==> config.mk <==
export PLATFORM = sky130hd
export DESIGN_NAME = o1bcpt_div
export DESIGN_NICKNAME = d
export VERILOG_FILES = /design/src/design/o1bcpt_div.sv
export SDC_FILE = /design/constraint.sdc
export NUM_CORES = 1
export LEC_CHECK = 0
export ABC_CLOCK_PERIOD_IN_PS = 4500
export BUFFER_PORTS_ARGS = -buffer_cell sky130_fd_sc_hd__buf_4
export CAP_MARGIN = 0
export CORE_MARGIN = 8
export CORE_UTILIZATION = 49
export DETAILED_ROUTE_END_ITERATION = 7
export PLACE_DENSITY = 0.68
export SLEW_MARGIN = 20
export SYNTH_ARGS = -nofsm -noshare
export SYNTH_HDL_FRONTEND = slang
export SYNTH_SLANG_ARGS = --single-unit
==> constraint.sdc <==
create_clock -name clk_i -period 4.5 [get_ports clk_i]
set_input_delay 0.9 -clock clk_i [delete_from_list [all_inputs] [get_ports clk_i]]
set_output_delay 0.9 -clock clk_i [all_outputs]
set_load 0.05 [all_outputs]
==> src/design/o1bcpt_div.sv <==
`timescale 1ns / 1ps

module o1bcpt_div #(
  parameter int unsigned COUNT_BITS = 32,
  parameter int unsigned PROB_BITS  = 12
) (
  input  logic                  clk_i,
  input  logic                  rst_ni,
  input  logic                  start_i,
  input  logic [COUNT_BITS:0]   dividend_i,
  input  logic [COUNT_BITS+1:0] divisor_i,
  output logic                  done_o,
  output logic [PROB_BITS-1:0]  quot_o
);

  localparam int unsigned CW    = COUNT_BITS;
  localparam int unsigned CNT_W = $clog2(PROB_BITS + 1);

  logic [CW+1:0]      rem_q, rem_d;
  logic [CW+1:0]      den_q;
  logic [PROB_BITS-1:0] quot_q;
  logic [CNT_W-1:0]   cnt_q;
  logic               run_q;
  logic               done_q;

  logic [CW+2:0] shifted;
  logic [CW+2:0] diff;
  logic          ge;

  always_comb begin
    shifted = {rem_q, 1'b0};
    ge      = shifted >= {1'b0, den_q};
    diff    = shifted - {1'b0, den_q};
    rem_d   = ge ? diff[CW+1:0] : shifted[CW+1:0];
  end

  always_ff @(posedge clk_i or negedge rst_ni) begin
    if (!rst_ni) begin
      run_q  <= 1'b0;
      done_q <= 1'b0;
      cnt_q  <= '0;
    end else begin
      done_q <= 1'b0;
      if (start_i) begin
        run_q <= 1'b1;
        cnt_q <= CNT_W'(PROB_BITS);
      end else if (run_q) begin
        cnt_q <= cnt_q - CNT_W'(1);
        if (cnt_q == CNT_W'(1)) begin
          run_q  <= 1'b0;
          done_q <= 1'b1;
        end
      end
    end
  end

  always_ff @(posedge clk_i) begin
    if (start_i) begin
      rem_q  <= {1'b0, dividend_i};
      den_q  <= divisor_i;
      quot_q <= '0;
    end else if (run_q) begin
      rem_q  <= rem_d;
      quot_q <= {quot_q[PROB_BITS-2:0], ge};
    end
  end

  assign done_o = done_q;
  assign quot_o = quot_q;

endmodule

==> results.ini <==
[power]
ir_worst_vdd_v=0.000235
power-per-cell-area_nw_per_um2=612
p_leak_nw=2.85

[sta]
tns_ns=0
fin_crit_ns=3.53
max-slew-margin-rel_pct=38.0
worst_pin_slew_ns=0.930
fmax_mhz=283
rsz0062_at_grt=false
setup_violations=0
post-route-period-util_pct=78.5
hold-worst-slack_ns=0.319
finalHoldViolCount=0
report.final.slew_viol_count=0
fin_skew_ns=0.00934

[routing]
drc=0
wl_per_cell_um=16.4
drtAntennaViolNets=0
drt_pass1_iterations=5
drt_wl_total_mm=12.3
drt_iter0_drc=316
vias=4232
viasPerCell=5.63

[synth]
async_flop_share_pct=6.98
synthXorXnorAreaFrac_pct=5.17
synth_area_per_cell_um2=10.2
synthesis.nets=639
synth_most_common_cell=edfxtp_1
synthCells=532
synth_edf_count=67
synth-simple-area-share_pct=14.5
netlist_top_cells_count=edfxtp_1 (67), inv_1 (46), nand2_1 (43)
synth-adder-area-share_pct=8.67
synth_area_um2=5420
synthTopCellsByArea=edfxtp_1 (37%), ha_1 (8.3%), dfxtp_1 (4.8%), inv_1 (3.2%), nand2_1 (3.0%)
ys_seq_area_share_pct=44.7
synth_flop_cell=edfxtp_1
ys_ff_latch=86
synth_top_family_by_area=compound AO/OA/AOI/OAI gates
yosys_warnings=0
synth_mux_area_share_pct=3.37
synth_top_cell_by_area=edfxtp_1
synth_compound_area_share_pct=18.3
yosysTopAreaCellShare_pct=37.1
synth_cell_type_count=60

[die]
die_w_um=121
fp.dieArea_um2=14700
fp.dieH_um=121
rows=38
start_util_pct=50.0
io_pins=83
core_um2=10800

[clock_network]
clkTransAtPathRegs_ns=0.10
clockBufferDepth=2
cts_tree=done
cts.repair.resized=0
cts-root-buf=clkbuf_8
cts.sinks=86
cts_setup_buffers=0
clk_latency_ns=0.37
htreeDepth=3
cts_buffers=9
hold_buffers=0

[critical_path]
cp-start-kind=flip-flop
cp.arrival_ns=3.62
r2r_slack_ns=0.97
path_max_fanout=29
crit_end=rem_q[10]
r2r-start=rem_q[7]
crit_type=flip-flop to flip-flop
reg2reg_depth=9
crit_start=rem_q[7]
reg2reg_to=rem_q[10]
crit_required_ns=4.59
end_kind=flip-flop

[finish]
syn2layout_area_growth_pct=17.1
diodes=0
fillers=990
nets=714
final_cell_area_um2=6350
drive_gt1_share_pct=19.0

[run_status]
status=finished clean

[worst_hold_path]
hold_class=primary input to async pin

[placed_design]
port_buffers=82
dpl.hpwl_mm=9.19
gp_congestion=0.864
placed_area_um2=6140

[grt]
grt_pass1_wl_mm=20.7
grt_util_all_layers_pct=17.3
grt_pass1_vias=4350
grt_start_max_net_pins=67
overflow=0
antenna_found_initial=0

[run]
max-cap-violations=0

## stage by stage
stage	std cells	power (mW)	utilization [%]	setup WS [ns]
2_1_floorplan	532	2.84	-	1.55
4_1_cts	752	3.89	58.6	1.01
3_5_place_dp	736	3.28	56.6	1.03
5_1_grt	752	4.18	58.6	0.782
6_report	752	3.89	58.6	0.968
3_3_place_gp	736	3.23	56.6	1.07
## worst min-delay path by stage
stage          startpoint        end  slack, ns  depth (start not counted)
5_1_grt            rst_ni     done_o       0.31                          1
6_report           rst_ni     done_o       0.32                          1
2_1_floorplan   rem_q[33]  rem_q[33]       0.46                          2
3_5_place_dp    rem_q[33]  rem_q[33]       0.48                          2
4_1_cts            rst_ni   cnt_q[3]       0.30                          1
3_3_place_gp    rem_q[33]  rem_q[33]       0.48                          2
## critical path, stage by stage (launching register included)
cell      delay, ns
edfxtp_1       0.40
ha_1           0.39
a21o_1         0.24
a31o_1         0.25
a221o_1        0.29
a31o_2         0.25
a41oi_2        0.26
o311a_2        0.65
buf_4          0.33
o311ai_0       0.16
## registers in the layout (all words and copies together) (netlist names)
name,cells
rem_q,34
done_o,1
run_q,1
cnt_q,4
quot_o,12
den_q,34
## area by class of cell
class | count | area [um^2] | share of cell area [%]
clock inverters | 7 | 90.1 | 1.42
clock buffers | 9 | 124 | 1.95
well taps | 140 | 175 | 2.76
inverters | 46 | 173 | 2.72
multi-input cells | 377 | 2710 | 42.7
repair buffers | 87 | 653 | 10.3
flip-flops and latches | 86 | 2420 | 38.1
## routing by layer
metal | vias up | track usage (%) | wire length [um]
li1 | 2115 | - | -
met1 | 1999 | 23.2 | 5800
met2 | 99 | 26.9 | 5640
met3 | 19 | 3.82 | 636
met4 | 0 | 6.32 | 237
met5 | - | 0 | 0
## cell families (layout without fill, tap and decap cells)
kind of cell,count (synthesis),count (layout)
simple gates,153,153
flops,86,86
fa+ha+maj,37,37
compound gates,137,137
mux,18,18
buf+inv,69,149
xor+xnor,32,32
## cells in the final DEF (no fill, tap or decap), types with 17 or more instances in the layout
cell type | netlist | routed
nor2_1 | 34 | 34
buf_4 | 0 | 87
edfxtp_1 | 67 | 67
xnor2_1 | 17 | 17
nand2_1 | 43 | 43
a21oi_1 | 28 | 28
ha_1 | 36 | 36
a21o_1 | 21 | 21
nor2b_1 | 17 | 17
inv_1 | 46 | 46
## power by group
group,internal (mW),switching (mW)
Clock,0.270,0.317
Combinational,0.901,1.18
Sequential,1.10,0.116
Total,2.28,1.61
Note: power is estimated with default switching activity, not from simulation.
